$ cat src/chunk_resequencer_unit_macros.svh
// Assertion macros shared by the chunk resequencer RTL.
`ifndef CHUNK_RESEQUENCER_UNIT_MACROS_SVH
`define CHUNK_RESEQUENCER_UNIT_MACROS_SVH

// The antecedent implies the consequent in the same cycle.
`define CRS_ASSERT_NOW(label, ante, cons, msg) \
    label: assert property (@(posedge clk) disable iff (!rst_n) (ante) |-> (cons)) \
        else $error(msg);

// The antecedent implies the consequent in the following cycle.
`define CRS_ASSERT_NEXT(label, ante, cons, msg) \
    label: assert property (@(posedge clk) disable iff (!rst_n) (ante) |=> (cons)) \
        else $error(msg);

`endif

$ cat src/crs_pkg.sv
// Types, widths and constants shared by the chunk resequencer modules.
package crs_pkg;

    // Field widths of the words on both channels.
    localparam int SEQ_W    = 31;
    localparam int SIZE_W   = 11;
    localparam int HANDLE_W = 16;
    localparam int LEFT_W   = 5;

    // Default reorder window and fixed limits.
    localparam int WINDOW_DEFAULT  = 16;
    localparam int MAX_CHUNK_BYTES = 1024;
    localparam int HANDLE_BITS     = 16;
    localparam int QUEUE_DEPTH     = 2;
    localparam int LEFT_MAX        = 31;

    // Mask that keeps the meaningful bits of a payload handle.
    localparam logic [HANDLE_W-1:0] HANDLE_MASK = (HANDLE_BITS >= HANDLE_W) ? '1 :
        HANDLE_W'((1 << HANDLE_BITS) - 1);

    // Result status codes.
    typedef enum logic [1:0] {
        ST_RELEASED = 2'd0,
        ST_STALE    = 2'd1,
        ST_BEYOND   = 2'd2,
        ST_DONE     = 2'd3
    } status_t;

    // Kind of command handed from the front end to the back end.
    typedef enum logic {
        CMD_CHUNK = 1'b0,
        CMD_END   = 1'b1
    } cmd_kind_t;

    // One normalised command.
    typedef struct packed {
        cmd_kind_t           kind;
        logic [SEQ_W-1:0]    seq;
        logic [SIZE_W-1:0]   size;
        logic [HANDLE_W-1:0] handle;
    } cmd_t;

endpackage

$ cat src/chunk_resequencer_unit.sv
// Top level of the chunk resequencer: front end, command queue and back end.
//
// Input channel (in_valid / in_stall): one word per chunk descriptor, or an
// end-of-transfer marker when op is high. Output channel (out_valid /
// out_stall): one word per released or dropped chunk, or one transfer-done
// word; last marks the final word caused by an input word.
// Path: the input word is registered in the front end, passes through the
// command queue, and the back end registers the result word.
// Throughput: while the receiver does not stall, the back end handles one
// command or one released chunk per cycle, so in-order traffic runs at one
// word per cycle; a parked out-of-order chunk gives no word.
// Reset empties the window and rearms at sequence 0; no clearing pass is
// needed. When the receiver stalls, the output word holds, the back end
// waits, the two-entry queue fills and in_stall rises.
`include "chunk_resequencer_unit_macros.svh"

module chunk_resequencer_unit import crs_pkg::*;
#(
    parameter int WINDOW = WINDOW_DEFAULT
)
(
    input  logic                clk,
    input  logic                rst_n,
    input  logic                in_valid,
    output logic                in_stall,
    input  logic                op,
    input  logic [SEQ_W-1:0]    sequence_req,
    input  logic [SIZE_W-1:0]   chunk_size,
    input  logic [HANDLE_W-1:0] payload_handle,
    output logic                out_valid,
    input  logic                out_stall,
    output logic [1:0]          status,
    output logic [SEQ_W-1:0]    out_sequence,
    output logic [SIZE_W-1:0]   out_size,
    output logic [HANDLE_W-1:0] out_handle,
    output logic [LEFT_W-1:0]   leftover_count,
    output logic                last
);

    logic push;
    cmd_t push_cmd;
    logic q_full;
    logic pop;
    logic cmd_valid;
    cmd_t cmd;

    crs_front u_front (
        .clk            (clk),
        .rst_n          (rst_n),
        .in_valid       (in_valid),
        .in_stall       (in_stall),
        .op             (op),
        .sequence_req   (sequence_req),
        .chunk_size     (chunk_size),
        .payload_handle (payload_handle),
        .push           (push),
        .push_cmd       (push_cmd),
        .q_full         (q_full)
    );

    crs_queue u_queue (
        .clk       (clk),
        .rst_n     (rst_n),
        .push      (push),
        .push_cmd  (push_cmd),
        .full      (q_full),
        .pop       (pop),
        .cmd_valid (cmd_valid),
        .cmd       (cmd)
    );

    crs_back #(
        .WINDOW (WINDOW)
    ) u_back (
        .clk            (clk),
        .rst_n          (rst_n),
        .cmd_valid      (cmd_valid),
        .cmd            (cmd),
        .pop            (pop),
        .out_valid      (out_valid),
        .out_stall      (out_stall),
        .status         (status),
        .out_sequence   (out_sequence),
        .out_size       (out_size),
        .out_handle     (out_handle),
        .leftover_count (leftover_count),
        .last           (last)
    );

    // A drop or a transfer-done word always closes its input's results.
    `CRS_ASSERT_NOW(a_single_word_last, out_valid && status != ST_RELEASED, last, "drop or done word without last")

    // Only released chunks carry a size and a handle.
    `CRS_ASSERT_NOW(a_unused_zero, out_valid && status != ST_RELEASED, out_size == '0 && out_handle == '0, "non-release word carries payload")

    // Transfer-done words carry no sequence number.
    `CRS_ASSERT_NOW(a_done_seq_zero, out_valid && status == ST_DONE, out_sequence == '0, "done word with sequence")

    // Within a run the next released word follows at once with the next sequence.
    `CRS_ASSERT_NEXT(a_run_in_order, out_valid && !out_stall && status == ST_RELEASED && !last, out_valid && status == ST_RELEASED && out_sequence == SEQ_W'($past(out_sequence) + 1'b1), "release run broken")

endmodule

$ cat src/crs_front.sv
// Front end: accepts input words and turns them into normalised commands.
module crs_front import crs_pkg::*;
(
    input  logic                clk,
    input  logic                rst_n,
    input  logic                in_valid,
    output logic                in_stall,
    input  logic                op,
    input  logic [SEQ_W-1:0]    sequence_req,
    input  logic [SIZE_W-1:0]   chunk_size,
    input  logic [HANDLE_W-1:0] payload_handle,
    output logic                push,
    output cmd_t                push_cmd,
    input  logic                q_full
);

    logic hold_valid_reg;
    logic hold_valid_next;
    cmd_t cmd_reg;
    cmd_t cmd_next;
    logic take;
    logic [SIZE_W-1:0] size_sat;

    // The holding register only stalls the sender when the queue cannot take it.
    assign in_stall = hold_valid_reg && q_full;
    assign take     = in_valid && !in_stall;
    assign push     = hold_valid_reg && !q_full;
    assign push_cmd = cmd_reg;

    // Oversize chunks are clipped to the largest legal size.
    assign size_sat = (32'(chunk_size) > 32'(MAX_CHUNK_BYTES)) ?
        SIZE_W'(MAX_CHUNK_BYTES) : chunk_size;

    // Classify the word and normalise its fields.
    always_comb
    begin
        hold_valid_next = hold_valid_reg;
        cmd_next        = cmd_reg;
        if (take)
        begin
            hold_valid_next = 1'b1;
            cmd_next.kind   = op ? CMD_END : CMD_CHUNK;
            cmd_next.seq    = sequence_req;
            cmd_next.size   = size_sat;
            cmd_next.handle = payload_handle & HANDLE_MASK;
        end
        else if (push)
        begin
            hold_valid_next = 1'b0;
        end
    end

    always_ff @(posedge clk or negedge rst_n)
    begin
        if (!rst_n)
        begin
            hold_valid_reg <= 1'b0;
        end
        else
        begin
            hold_valid_reg <= hold_valid_next;
        end
    end

    always_ff @(posedge clk)
    begin
        cmd_reg <= cmd_next;
    end

endmodule

$ cat src/crs_queue.sv
// Short command queue between the front end and the back end.
module crs_queue import crs_pkg::*;
(
    input  logic clk,
    input  logic rst_n,
    input  logic push,
    input  cmd_t push_cmd,
    output logic full,
    input  logic pop,
    output logic cmd_valid,
    output cmd_t cmd
);

    localparam int PTR_W = (QUEUE_DEPTH > 1) ? $clog2(QUEUE_DEPTH) : 1;
    localparam int CNT_W = $clog2(QUEUE_DEPTH + 1);

    cmd_t              entry_reg [QUEUE_DEPTH];
    logic [PTR_W-1:0]  wr_ptr_reg;
    logic [PTR_W-1:0]  wr_ptr_next;
    logic [PTR_W-1:0]  rd_ptr_reg;
    logic [PTR_W-1:0]  rd_ptr_next;
    logic [CNT_W-1:0]  count_reg;
    logic [CNT_W-1:0]  count_next;

    assign full      = (count_reg == CNT_W'(QUEUE_DEPTH));
    assign cmd_valid = (count_reg != '0);
    assign cmd       = entry_reg[rd_ptr_reg];

    // Pointer and fill count update.
    always_comb
    begin
        wr_ptr_next = wr_ptr_reg;
        rd_ptr_next = rd_ptr_reg;
        count_next  = count_reg;
        if (push)
        begin
            wr_ptr_next = (wr_ptr_reg == PTR_W'(QUEUE_DEPTH - 1)) ? '0 : wr_ptr_reg + 1'b1;
        end
        if (pop)
        begin
            rd_ptr_next = (rd_ptr_reg == PTR_W'(QUEUE_DEPTH - 1)) ? '0 : rd_ptr_reg + 1'b1;
        end
        if (push && !pop)
        begin
            count_next = count_reg + 1'b1;
        end
        else if (pop && !push)
        begin
            count_next = count_reg - 1'b1;
        end
    end

    always_ff @(posedge clk or negedge rst_n)
    begin
        if (!rst_n)
        begin
            wr_ptr_reg <= '0;
            rd_ptr_reg <= '0;
            count_reg  <= '0;
        end
        else
        begin
            wr_ptr_reg <= wr_ptr_next;
            rd_ptr_reg <= rd_ptr_next;
            count_reg  <= count_next;
        end
    end

    // Queue storage.
    always_ff @(posedge clk)
    begin
        if (push)
        begin
            entry_reg[wr_ptr_reg] <= push_cmd;
        end
    end

endmodule

$ cat src/crs_back.sv
// Back end: window store, release sequencer and output register.
module crs_back import crs_pkg::*;
#(
    parameter int WINDOW = WINDOW_DEFAULT
)
(
    input  logic                clk,
    input  logic                rst_n,
    input  logic                cmd_valid,
    input  cmd_t                cmd,
    output logic                pop,
    output logic                out_valid,
    input  logic                out_stall,
    output logic [1:0]          status,
    output logic [SEQ_W-1:0]    out_sequence,
    output logic [SIZE_W-1:0]   out_size,
    output logic [HANDLE_W-1:0] out_handle,
    output logic [LEFT_W-1:0]   leftover_count,
    output logic                last
);

    localparam int IDX_W  = $clog2(WINDOW);
    localparam int OCC_W  = $clog2(WINDOW + 1);
    localparam int SLOT_W = SIZE_W + HANDLE_W;

    typedef enum logic {
        S_IDLE,
        S_DRAIN
    } state_t;

    state_t              state_reg;
    state_t              state_next;
    logic [SEQ_W-1:0]    expected_reg;
    logic [SEQ_W-1:0]    expected_next;
    logic [IDX_W-1:0]    head_reg;
    logic [IDX_W-1:0]    head_next;
    logic [OCC_W-1:0]    count_reg;
    logic [OCC_W-1:0]    count_next;
    logic [WINDOW-1:0]   valid_reg;
    logic [WINDOW-1:0]   valid_next;
    logic                out_valid_reg;
    logic                out_valid_next;
    status_t             status_reg;
    status_t             status_next;
    logic [SEQ_W-1:0]    seq_reg;
    logic [SEQ_W-1:0]    seq_next;
    logic [SIZE_W-1:0]   size_reg;
    logic [SIZE_W-1:0]   size_next;
    logic [HANDLE_W-1:0] handle_reg;
    logic [HANDLE_W-1:0] handle_next;
    logic [LEFT_W-1:0]   left_reg;
    logic [LEFT_W-1:0]   left_next;
    logic                last_reg;
    logic                last_next;

    logic [SLOT_W-1:0]   slot_mem [WINDOW];
    logic [SLOT_W-1:0]   rd_data_reg;
    logic                wr_en;
    logic                rd_en;

    logic                out_free;
    logic [SEQ_W-1:0]    seq_gap;
    logic                is_stale;
    logic                is_beyond;
    logic [IDX_W:0]      slot_sum;
    logic [IDX_W-1:0]    ins_idx;
    logic [IDX_W-1:0]    head_inc;
    logic [SEQ_W-1:0]    expected_inc;
    logic [LEFT_W-1:0]   left_sat;

    // Classification against the current window.
    assign out_free     = !out_valid_reg || !out_stall;
    assign is_stale     = (cmd.seq < expected_reg);
    assign seq_gap      = cmd.seq - expected_reg;
    assign is_beyond    = (seq_gap >= SEQ_W'(WINDOW));
    assign slot_sum     = {1'b0, head_reg} + seq_gap[IDX_W:0];
    assign ins_idx      = (slot_sum >= (IDX_W + 1)'(WINDOW)) ?
        IDX_W'(slot_sum - (IDX_W + 1)'(WINDOW)) : IDX_W'(slot_sum);
    assign head_inc     = (head_reg == IDX_W'(WINDOW - 1)) ? '0 : head_reg + 1'b1;
    assign expected_inc = expected_reg + 1'b1;
    assign left_sat     = (32'(count_reg) > 32'(LEFT_MAX)) ?
        LEFT_W'(LEFT_MAX) : LEFT_W'(count_reg);

    // Sequencer: one command or one released chunk per cycle while the output register is free.
    always_comb
    begin
        state_next     = state_reg;
        expected_next  = expected_reg;
        head_next      = head_reg;
        count_next     = count_reg;
        valid_next     = valid_reg;
        out_valid_next = out_valid_reg && out_stall;
        status_next    = status_reg;
        seq_next       = seq_reg;
        size_next      = size_reg;
        handle_next    = handle_reg;
        left_next      = left_reg;
        last_next      = last_reg;
        pop            = 1'b0;
        wr_en          = 1'b0;
        rd_en          = 1'b0;
        unique case (state_reg)
            S_IDLE:
            begin
                if (cmd_valid && out_free)
                begin
                    pop = 1'b1;
                    if (cmd.kind == CMD_END)
                    begin
                        // Report what is still held, then empty the window.
                        out_valid_next = 1'b1;
                        status_next    = ST_DONE;
                        seq_next       = '0;
                        size_next      = '0;
                        handle_next    = '0;
                        left_next      = left_sat;
                        last_next      = 1'b1;
                        expected_next  = '0;
                        head_next      = '0;
                        count_next     = '0;
                        valid_next     = '0;
                    end
                    else if (is_stale || is_beyond)
                    begin
                        out_valid_next = 1'b1;
                        status_next    = is_stale ? ST_STALE : ST_BEYOND;
                        seq_next       = cmd.seq;
                        size_next      = '0;
                        handle_next    = '0;
                        left_next      = '0;
                        last_next      = 1'b1;
                    end
                    else if (seq_gap == '0)
                    begin
                        // The expected chunk goes straight out; look ahead at the next slot.
                        out_valid_next = 1'b1;
                        status_next    = ST_RELEASED;
                        seq_next       = expected_reg;
                        size_next      = cmd.size;
                        handle_next    = cmd.handle;
                        left_next      = '0;
                        expected_next  = expected_inc;
                        head_next      = head_inc;
                        if (valid_reg[head_inc])
                        begin
                            rd_en      = 1'b1;
                            last_next  = 1'b0;
                            state_next = S_DRAIN;
                        end
                        else
                        begin
                            last_next = 1'b1;
                        end
                    end
                    else
                    begin
                        // Out-of-order chunk is parked in its slot.
                        wr_en = 1'b1;
                        if (!valid_reg[ins_idx])
                        begin
                            count_next = count_reg + 1'b1;
                        end
                        valid_next[ins_idx] = 1'b1;
                    end
                end
            end
            S_DRAIN:
            begin
                if (out_free)
                begin
                    out_valid_next       = 1'b1;
                    status_next          = ST_RELEASED;
                    seq_next             = expected_reg;
                    size_next            = rd_data_reg[HANDLE_W +: SIZE_W];
                    handle_next          = rd_data_reg[HANDLE_W-1:0];
                    left_next            = '0;
                    valid_next[head_reg] = 1'b0;
                    count_next           = count_reg - 1'b1;
                    expected_next        = expected_inc;
                    head_next            = head_inc;
                    if (valid_reg[head_inc])
                    begin
                        rd_en     = 1'b1;
                        last_next = 1'b0;
                    end
                    else
                    begin
                        last_next  = 1'b1;
                        state_next = S_IDLE;
                    end
                end
            end
            default:
            begin
                state_next = S_IDLE;
            end
        endcase
    end

    always_ff @(posedge clk or negedge rst_n)
    begin
        if (!rst_n)
        begin
            state_reg     <= S_IDLE;
            expected_reg  <= '0;
            head_reg      <= '0;
            count_reg     <= '0;
            valid_reg     <= '0;
            out_valid_reg <= 1'b0;
            status_reg    <= ST_RELEASED;
            seq_reg       <= '0;
            size_reg      <= '0;
            handle_reg    <= '0;
            left_reg      <= '0;
            last_reg      <= 1'b0;
        end
        else
        begin
            state_reg     <= state_next;
            expected_reg  <= expected_next;
            head_reg      <= head_next;
            count_reg     <= count_next;
            valid_reg     <= valid_next;
            out_valid_reg <= out_valid_next;
            status_reg    <= status_next;
            seq_reg       <= seq_next;
            size_reg      <= size_next;
            handle_reg    <= handle_next;
            left_reg      <= left_next;
            last_reg      <= last_next;
        end
    end

    // Slot store for size and handle, one write and one registered read port.
    always_ff @(posedge clk)
    begin
        if (wr_en)
        begin
            slot_mem[ins_idx] <= {cmd.size, cmd.handle};
        end
        if (rd_en)
        begin
            rd_data_reg <= slot_mem[head_inc];
        end
    end

    assign out_valid      = out_valid_reg;
    assign status         = status_reg;
    assign out_sequence   = seq_reg;
    assign out_size       = size_reg;
    assign out_handle     = handle_reg;
    assign leftover_count = left_reg;
    assign last           = last_reg;

endmodule

$ cat config.mk
export PLATFORM = sky130hd
export DESIGN_NAME = chunk_resequencer_unit
export DESIGN_NICKNAME = d
export VERILOG_FILES = /design/src/crs_pkg.sv /design/src/chunk_resequencer_unit.sv /design/src/crs_front.sv /design/src/crs_queue.sv /design/src/crs_back.sv
export VERILOG_INCLUDE_DIRS = /design/src /design/src/src
export SDC_FILE = /design/constraint.sdc
export NUM_CORES = 1
export LEC_CHECK = 0
export ABC_AREA = 1
export BUFFER_PORTS_ARGS = -buffer_cell sky130_fd_sc_hd__clkbuf_2
export CORE_ASPECT_RATIO = 1.2
export CORE_MARGIN = 3
export CORE_UTILIZATION = 38
export DETAILED_ROUTE_END_ITERATION = 6
export HOLD_SLACK_MARGIN = 0.12
export PLACE_DENSITY = 0.62
export SKIP_LAST_GASP = 1
export SLEW_MARGIN = 20
export SYNTH_ARGS = -nofsm -noshare
export SYNTH_HDL_FRONTEND = slang
export SYNTH_SLANG_ARGS = --single-unit
$ cat constraint.sdc
create_clock -name clk -period 4.8 [get_ports clk]
set_input_delay 0.96 -clock clk [delete_from_list [all_inputs] [get_ports clk]]
set_output_delay 0.96 -clock clk [all_outputs]
set_load 0.1 [all_outputs]
======== Yosys cells after proc, flatten, opt, wreduce, memory -nomap -nowiden ========
Memories as Yosys holds them, arrays and structs flattened. A register that Yosys moved wholly into a read port is not among the register bits.
Cells that the tools add are included.
cells by class
  muxes and demuxes ....................... 106
  $lt $le $gt $ge ......................... 9
  equality and inequality tests ........... 9
  reduce and logical (&&, ||, !) cells .... 25
  bitwise gates (word level) .............. 4
  $add $sub $neg .......................... 11
operators with widths
  kind                   count
  $mux 31                10
  $mux 16                10
  $pmux 31 s2            2
  $pmux 16 s2            2
  $mux 11                5
  $mux 5                 11
  $mux 1                 38
  $add 31x1->31 const B  1
  $ge 31x5->1 const B    1
  $logic_not 31->1       1
  $lt 31x31->1           1
  $sub 31x31->31         1
  $mux 4                 7
  $pmux 11 s2            1
  $pmux 5 s2             2
  $and 16x16->16         1
  $mux 2                 8
  $not 16->16            1
  $or 16x16->16          1
  $lt 4x5->1 const B     3
  $gt 11x11->1 const B   1
  $logic_and 1x1->1      9
  $ne 3x3->1 const B     3
  $bmux 1 s4             2
  27 further kinds       42
word-level totals
  bits of input ports ..................... 63
  flip-flop bits (word level) ............. 188
  memories ................................ 2
  output and inout port bits .............. 68
  memory bits (writable) .................. 550
  word-level logic and storage cells ...... 186
memory list
  name               depth  bits a word  read ports  clocked after Yosys merged registers in  wr ports  line             RTL
  u_back.slot_mem    16     27           1           1                                        1         crs_back.sv:56   logic [SLOT_W-1:0] slot_mem [WINDOW];
  u_queue.entry_reg  2      59           1           0                                        1         crs_queue.sv:17  cmd_t entry_reg [QUEUE_DEPTH];

======== Depth between registers and ports, before layout ========
Gate-level depths: netlist of the first run.
An unclocked memory read counts as a cell.
  depth in word-level cells ............... 15
  mapped depth ............................ 29
  gate-level depth less buffers ........... 26

======== By module ========
A second synthesis of the first run with hierarchy kept.
second synthesis, totals
  cell total of the unflattened synthesis .. 3359
  area total of the unflattened synthesis .. 34974.8 µm²
modules (own cells, without submodules)
  module     cells each  area each (µm²)  instances  sequential area each (µm²)
  crs_back   3053        28259.6          1          16886.2
  crs_queue  209         4767.1           1          3643.5
  crs_front  97          1948.1           1          1796.7

======== Worst setup path after synthesis of the first run ========
Ideal clock, no wire load.
  kind .................................... reg2reg
  from .................................... register u_queue.rd_ptr_reg
  to ...................................... memory u_back.slot_mem[11][0] (netlist name) (enable)
  setup slack ............................. 0.013 ns
  library setup time ...................... 0.411 ns
  arrival time ............................ 4.376 ns
  cell stages (with the launch flop) ...... 25
  period minus slack after synthesis ...... 4.787 ns
  required time ........................... 4.389 ns
  buffers on the path ..................... 4
  cell sequence ........................... dfrtp_1 > clkbuf_1 > inv_1 > clkbuf_1 > clkbuf_1 > or2_2 > o21ai_0 > inv_1 > ha_1 > nand2_1 > inv_1 > a21oi_1 > nand2_1 > a21oi_1 > nand2_1 > nand2_1 > nand2_1 > nor2_1 > nand2_1 > nor2_2 > nand4_4 > inv_2 > nand4_2 > buf_2 > nor2_1
between the ends
  cells in the longest elaborated chain, start to end .. 10
  elaborated cells on any way between the ends .. 17
  classes of those cells .................. add/sub (3); order compare (3); mux (8); reduce/logical (2); memory (1)
ends and longest elaborated chain
  element                                                 line                              RTL
  start, declared                                         crs_queue.sv:20                   logic [PTR_W-1:0] rd_ptr_reg;
  start signal, assigned                                  crs_queue.sv:64                   rd_ptr_reg <= rd_ptr_next;
  $mem_v2 2x59 (*)                                        --
  $sub 31x31->31                                          crs_back.sv:74                    assign seq_gap = cmd.seq - expected_reg;
  $ge 31x5->1 / $logic_not 31->1 (equally long branches)  crs_back.sv:75, crs_back.sv:133
  $logic_or 1x1->1 / $mux 1 (equally long branches)       crs_back.sv:123, crs_back.sv:133
  $mux 1                                                  crs_back.sv:123                   else if (is_stale || is_beyond)
  $mux 1                                                  crs_back.sv:108                   if (cmd.kind == CMD_END)
  $mux 1                                                  crs_back.sv:105                   if (cmd_valid && out_free)
  $mux 1                                                  crs_back.sv:102                   unique case (state_reg)
  $mux 1                                                  crs_back.sv:237                   if (wr_en)
  $mux 1 (not written as such)                            crs_back.sv:239                   slot_mem[ins_idx] <= {cmd.size, cmd.handle};
  end, declared                                           crs_back.sv:56
Mark *: on every way between the ends. The rest lies on a longest branch, timed or not.

======== Worst setup path after layout of the first run ========
  from .................................... register u_queue.rd_ptr_reg
  to ...................................... memory u_back.slot_mem[9][16] (netlist name) (enable)
Same word-level chain as after synthesis.

==> results.md, run 1 <==
- Status: complete, no violations
- WHS: ~0.35 ns
- Worst setup path class: reg -> reg
- Vias in the first global route: ~25000
- Clk_skew: approximately 0.037 ns
- Worst-margin pin slew: about 0.88 ns
- Buffers on Ports: 130
- Setup-failing EPs final: 0
- Avg Inst Size Synth: between 9 and 10 sq um
- Clk sinks: around 770
- Final ANT Viol Nets: 0
- Critical register-to-register path startpoint: u_queue.rd_ptr_reg
- Setup TNS: 0 ns
- Total grt overflow: 0
- Slew Limit Fails: 0
- Worst VDD drop: approximately 460 uV
- Cell taking the most area after synthesis: edfxtp_1
- RSZ-0062 raised after global routing: false
- Final critical-path share of the clock period: 0.926
- Commonest cells post-synth: nand2_1 (1039), edfxtp_1 (636), nor2_1 (319)
- Leakage power: 15.7 nW
- Class of the worst hold path: in -> async
- Synth cell types: 48
- CTS tree: yes
- Post-synthesis sequential area ratio: 0.642
- Max reg flops: between 400 and 500
- Post-layout min period: roughly 4.4 ns
- Antenna fix cells: 0
- Post-synth ARST share: 0.169
- Number of gates resized after cts: 0
- Height of the die: approximately 340 microns
- Reg2Reg Depth: 16
- # DRC: 0
- Area Growth Syn to Fin: 15.0%
- Critical-path maximum fanout: 33
- Mapped cell area: ~35000 sq um
- #FFs+latches synth: roughly 770
- RR Endpoint: u_back.slot_mem[9][16]
- Number of max-cap violations: 0
- WL/cell: about 21 microns
- Ratio of cells with drive above 1 in the final layout: 0.113
- Ys Warns: 0
- Total GRT Usage: 0.216
- CORE AREA: 89900 sq um
- Boundary pin count: around 130
- Power Dens Cells: ~690 nW/um^2
- Share of the synthesized area in the top cell type: 0.549
- Via count: 25600
- Final #Nets: approximately 3700
- Total length of routed wires: 103000 microns
- First-pass GRT wire length: between 150000 and 200000 microns
- DR iter-0 viols: between 2000 and 2500
- Die width: roughly 280 microns
- Critical Path Sink Type: register
- Layout fillers: between 8000 and 9000
- Initial antenna violation count: 0
- Synth Flop Type: edfxtp_1
- Post-synth EDFFs: between 600 and 700
- Setup repair bufs after CTS: 0
- Synth Instances: around 3500
- CTS Buffer Depth: 3
- Arr. time, crit path: between 4 and 5 ns
- Largest net degree at the start of global routing: 150
- CTS Hold Bufs: 0
- Most common cell in the synthesized netlist: nand2_1
- Reg-to-reg setup timing slack: ~0.36 ns
- Depth of the CTS H-tree: 3
- Dpl hpwl: between 60000 and 70000 microns
- Final Hold Viols: 0
- Worst-Skew Late Latency: between 0.6 and 0.7 ns
- Placer Congestion: a little under 1
- Max frequency: between 200 and 250 MHz
- Num CTS Buffers: 80
- DR pass1 iterations: 5
- Die area: 95200 sq um
- Initial core utilization: 0.386
- Vias/cell: 5.30
- Top post-synthesis cells by area: edfxtp_1 (55%), nand2_1 (11%), dfrtp_1 (9.3%)
- # rows: 120
- Slew margin rel.: 0.412
- Startpoint Class: register
- Clock-pin slew on the worst setup and hold paths: roughly 0.060 ns
- Post-Syn Nets: ~3600
- Clock Tree Root: clkbuf_16
- Critical Path RT: about 5.1 ns
- Total chip power: approximately 28 mW
-- routing by layer --
layer  global-route usage  share of wire  wire [microns]  up-vias
met2                0.381           0.50           52000      813
met1                0.261           0.40           40900    12500
met5                    0              0               0        -
li1                     -              -               -    12100
met3               0.0234          0.048            4920      244
met4                0.111          0.052            5360        0
-- how the worst max path moves through the flow --
| stage | endpoint | startpoint |
|---|---|---|
| after floorplan | u_back.slot_mem[11][0] | u_queue.rd_ptr_reg |
| after global placement | u_back.slot_mem[9][0] | u_queue.rd_ptr_reg |
| after detailed placement | u_back.slot_mem[9][8] | u_queue.rd_ptr_reg |
| after CTS | u_back.slot_mem[9][16] | u_queue.rd_ptr_reg |
| after global routing | u_back.slot_mem[9][9] | u_queue.rd_ptr_reg |
| final | u_back.slot_mem[9][16] | u_queue.rd_ptr_reg |
-- worst max-delay path: stages, from the launching register on --
cell and delay (ns):
dfrtp_2 0.38, buf_4 0.32, mux2i_1 0.17, ha_1 0.24, fa_1 0.41, xnor2_1 0.49
ha_1 0.37, a21oi_1 0.14, nand2_1 0.09, xor2_1 0.15, or2_2 0.30, nand2_1 0.08
inv_1 0.08, nor2_1 0.26, nand2_1 0.18, nor2_4 0.17, buf_12 0.25
-- cell type report --
type / count / area [sq um] / share of cell area
repair buffers: 220 / 1690 / 0.0422
multi-input cells: 2260 / 10900 / 0.272
well taps: 1159 / 1450 / 0.0363
clock inverters: 31 / 348 / 0.00870
flip-flops and latches: 765 / 22300 / 0.559
inverters: 292 / 1100 / 0.0276
clock buffers: 116 / 2200 / 0.0550
-- layout by cell type, fill, tap and decap left out, types with 5 or more instances in the layout --
cell type	n
clkinv_1	13
clkbuf_16	81
clkbuf_2	129
o21bai_1	10
nand3b_1	8
buf_12	28
dfrtp_1	127
inv_2	12
o22ai_1	43
nor4_1	9
and2_1	5
nand2_1	1037
nor2_4	20
nor2_1	299
xnor2_1	7
a32oi_1	5
clkbuf_1	31
o221ai_1	49
o21ai_1	42
nand4_1	27
xor2_1	22
inv_1	273
clkinv_2	7
or2_2	32
nand3_1	178
a21oi_1	38
o21ai_0	283
o211ai_1	43
a31oi_1	5
buf_4	61
nor2_2	6
edfxtp_1	636
nor3_1	22
ha_1	41
-- logic make-up (layout without fill, tap and decap cells) --
family	after synthesis	after routing	share of synthesized area
simple gates	1652	1652	0.193
flops	765	765	0.642
compound gates	534	534	0.0900
buf+inv	456	659	0.0504
fa+ha+maj	44	44	0.0163
xor+xnor	29	29	0.00731
mux	1	1	0.000288
-- where the power goes --
group	switching, mW	total (mW)	leakage, nW	internal (mW)
Sequential	0.365	9.11	7.54	8.74
Combinational	9.13	12.4	6.93	3.30
Clock	2.62	6.01	1.22	3.39
-- per-stage QoR --
step           area (sq um)  setup WS [ns]  instances   util
2_1_floorplan         34800         0.0133       3481      -
3_3_place_gp          37400          0.256       4696  0.416
3_5_place_dp          37400          0.251       4696  0.416
4_1_cts               40000          0.204       4843  0.445
5_1_grt               40000         0.0687       4843  0.445
6_report              40000          0.357       4843  0.445
Power figures use the tool's default switching activity.
==> run 2, diff against run 1 <==
Settings changed: ABC_AREA 1 to default, PLACE_DENSITY 0.62 to default.
==> run 2 against run 1 <==
  * Via count decreased by 24%
  * Design area fell by 2.0%
  * The run now ends with negative setup slack left
  * Largest cell class unchanged
  * Power shrank 3.9%
  * First-iteration DRC count fell by 13%
  * Routed wire length fell by 15%
  * Critical endpoint is now u_back.slot_mem[1][24]
==> results.md, run 2 <==
- Status: finished, violations left
- Failing checks: negative setup slack
- Setup TNS: -0.403 ns (-0.403 ns)
- Arr. time, crit path: 5.17 ns (+0.41 ns)
- Critical Path Sink Type: register
- Buffers on Ports: 130 (unchanged)
- Critical Path RT: 5.14 ns (+0.02 ns)
- Critical-path maximum fanout: 14 (-58%)
- Clk sinks: 765 (unchanged)
- DR iter-0 viols: 1899 (-13%)
- # DRC: 0 (unchanged)
- RSZ-0062 raised after global routing: true
- Buf/Inv on CP: 6 (+3)
- CTS tree: yes
- Worst VDD drop: 479 uV (+5.0%)
- Max reg flops: 432 (unchanged)
- CTS Buffer Depth: 3 (unchanged)
- Slew Limit Fails: 0 (unchanged)
- Num CTS Buffers: 79 (-1.3%)
- WHS: 0.312 ns (-0.0338 ns)
- Initial antenna violation count: 0 (unchanged)
- Height of the die: 325 microns (-3.7%)
- Most frequent cells in the layout: edfxtp_1 (636), buf_4 (195), mux4_2 (141)
- Boundary pin count: 131 (unchanged)
- Worst-margin pin slew: 1.06 ns (+0.179 ns)
- Worst-Skew Late Latency: 0.67 ns (+0.02 ns)
- Reg-to-reg setup timing slack: -0.03 ns (-0.38 ns)
- Met1 Use GR: 0.250 (-0.0115)
- Placer Congestion: 0.947 (-4.4%)
- Max frequency: 207 MHz (-8.0%)
- Commonest non-fill, non-tap cell in the layout: edfxtp_1
- Class of the worst hold path: in -> async
- Initial core utilization: 0.384 (-0.00216)
- Busiest layer in global routing: met2
- Total chip power: 26.5 mW (-3.9%)
- Total grt overflow: 0 (unchanged)
- Worst path cell trace: buf_12, buf_12, mux2_2, ha_1, a21oi_1, buf_4, o211ai_1, o21ai_2, buf_4, nand2b_4, o221ai_2, xnor2_1, or4_4, nor4_4, nand4_1, buf_6, or3b_4, nor2_4, buf_12
- Clk_skew: 0.0512 ns (+0.0144 ns)
- Largest net degree at the start of global routing: 73 (-51%)
- Met3 usage: 0.0311 (+0.00769)
- Top cell by count, worst path: buf_12
- Cell taking the most area after synthesis: edfxtp_1
- Final ANT Viol Nets: 0 (unchanged)
- Vias/cell: 5.54 (+4.7%)
- Depth of the CTS H-tree: 3 (unchanged)
- Most common cell in the synthesized netlist: edfxtp_1
- Post-synth EDFFs: 636 (unchanged)
- Antenna fix cells: 0 (unchanged)
- Total length of routed wires: 87200 microns (-15%)
- Mapped cell area: 32200 sq um (-7.4%)
- Commonest cells post-synth: edfxtp_1 (636), mux4_2 (141), dfrtp_1 (129), nor2_1 (129), a21oi_1 (115)
- Number of max-cap violations: 0 (unchanged)
- Top post-synthesis cells by area: edfxtp_1 (59%), dfrtp_1 (10%), mux4_2 (9.9%)
- Synth Flop Type: edfxtp_1
- Post-synth ARST share: 0.169 (unchanged)
- Via count: 19500 (-24%)
- Vias in the first global route: 20200 (-20%)
- DR pass1 iterations: 6 (+1)
- Ratio of cells with drive above 1 in the final layout: 0.324 (+0.211)
- Final #Nets: 2447 (-34%)
- Post-layout min period: 4.83 ns (+0.384 ns)
- Die width: 272 microns (-3.7%)
- Clock-pin slew on the worst setup and hold paths: 0.07 ns (about the same)
- Synth Instances: 2002 (-42%)
- WL/cell: 24.7 microns (+16%)
- Final Hold Viols: 0 (unchanged)
- Slowest CP cell: or4_4
- Area Growth Syn to Fin: 21.8%
- Leakage power: 13.6 nW (-13%)
- Delay-heaviest family, CP: simple AND/OR/NAND/NOR gates
- Total GRT Usage: 0.197 (-0.0191)
- Slew margin rel.: 0.290 (-0.122)
- Setup-failing EPs final: 20 (+20)
- Post-synthesis sequential area ratio: 0.694 (+0.0514)
- # rows: 116 (-3.3%)
- Avg Inst Size Synth: 16.1 sq um (+61%)
- Power Dens Cells: 675 nW/um^2 (-2.0%)
- Setup WS pre-CTS: -0.0793 ns (-0.330 ns)
- Post-Syn Nets: 2109 (-41%)
- Synth cell types: 68 (+42%)
- Startpoint Class: register
- Worst setup path class: reg -> reg
- First-pass GRT wire length: 131000 microns (-15%)
- #FFs+latches synth: 765 (unchanged)
- CORE AREA: 83700 sq um (-6.9%)
- Final WS setup: -0.0276 ns (-0.384 ns)
- Die area: 88200 sq um (-7.3%)
- Final critical-path share of the clock period: 1.01 (+0.0801)
- Slowest stage delay, CP: 0.46 ns (-0.03 ns)
- Ys Warns: 0 (unchanged)
- Clock Tree Root: clkbuf_16
- Share of the synthesized area in the top cell type: 0.593 (+0.0439)
- Dpl hpwl: 59300 microns (-11%)
- Met2 usage: 0.345 (-0.0354)
[run 2: metrics by stage]
| step | util | cell area [sq um] | cells |
|---|---|---|---|
| after floorplan | - | 32600 | 2002 |
| after global placement | 0.434 | 36300 | 3374 |
| after detailed placement | 0.434 | 36300 | 3374 |
| after CTS | 0.466 | 39000 | 3517 |
| after global routing | 0.468 | 39200 | 3523 |
| final | 0.468 | 39200 | 3523 |
[run 2: worst reg2reg max path: stages, from the launching register on]
cell and delay (ns):
dfrtp_4 0.44, buf_12 0.17, buf_12 0.18, mux2_2 0.37, ha_1 0.31, a21oi_1 0.20
buf_4 0.15, o211ai_1 0.12, o21ai_2 0.26, buf_4 0.17, nand2b_4 0.05, o221ai_2 0.13
xnor2_1 0.09, or4_4 0.46, nor4_4 0.23, nand4_1 0.16, buf_6 0.17, or3b_4 0.46
nor2_4 0.21, buf_12 0.18
[run 2: cells by family (layout without fill, tap and decap cells)]
group / after synthesis / in the layout / synth area share
muxes: 219 / 219 / 0.125
DFF: 765 / 765 / 0.694
adders and majority gates: 44 / 44 / 0.0176
xor gates and xnor gates: 25 / 25 / 0.00680
buffers and inverters: 158 / 558 / 0.0195
AOI/OAI and AO/OA: 386 / 386 / 0.0743
and+or+nand+nor: 405 / 405 / 0.0628
[run 2: path summary, 6_finish.rpt]
| check | from | end | cells after the start |
|---|---|---|---|
| worst max-delay path | u_queue.rd_ptr_reg | u_back.slot_mem[1][24] | 19 |
| worst min-delay path | rst_n | u_back.out_sequence[28] | 1 |
| worst max register to register | u_queue.rd_ptr_reg | u_back.slot_mem[1][24] | 19 |
| worst min register to register | u_front.push_cmd[49] | u_queue.entry_reg[0][49] | 0 |
| max in group asynchronous | rst_n | u_back.out_handle[15] | 2 |
| min in group clk | u_front.push_cmd[49] | u_queue.entry_reg[0][49] | 0 |
[run 2: area by class of cell]
class / count / area [sq um]
inverter: 51 / 191
clock inverter: 42 / 494
timing repair buffer: 364 / 2870
fill: 7199 / 44500
clock buffer: 101 / 2130
tap: 1121 / 1400
sequential: 765 / 22300
multi-input combinational: 1079 / 9780
[run 2: report_power, final]
group	total [mW]	internal (mW)	switching (mW)
Clock	6.13	3.47	2.66
Sequential	9.01	8.61	0.397
Combinational	11.3	3.93	7.39
[run 2: routing by layer]
metal | vias up | share of wire
li1 | 8630 | -
met1 | 10200 | 0.40
met2 | 623 | 0.52
met3 | 129 | 0.048
met4 | 0 | 0.029
met5 | - | 0
[run 2: repair_timing]
item,CTS,global route
gates cloned,0,1
hold buffers,0,0
pin swaps,2,8
resized for setup,10,25
setup buffers,0,5
endpoints found under the setup margin,359,562
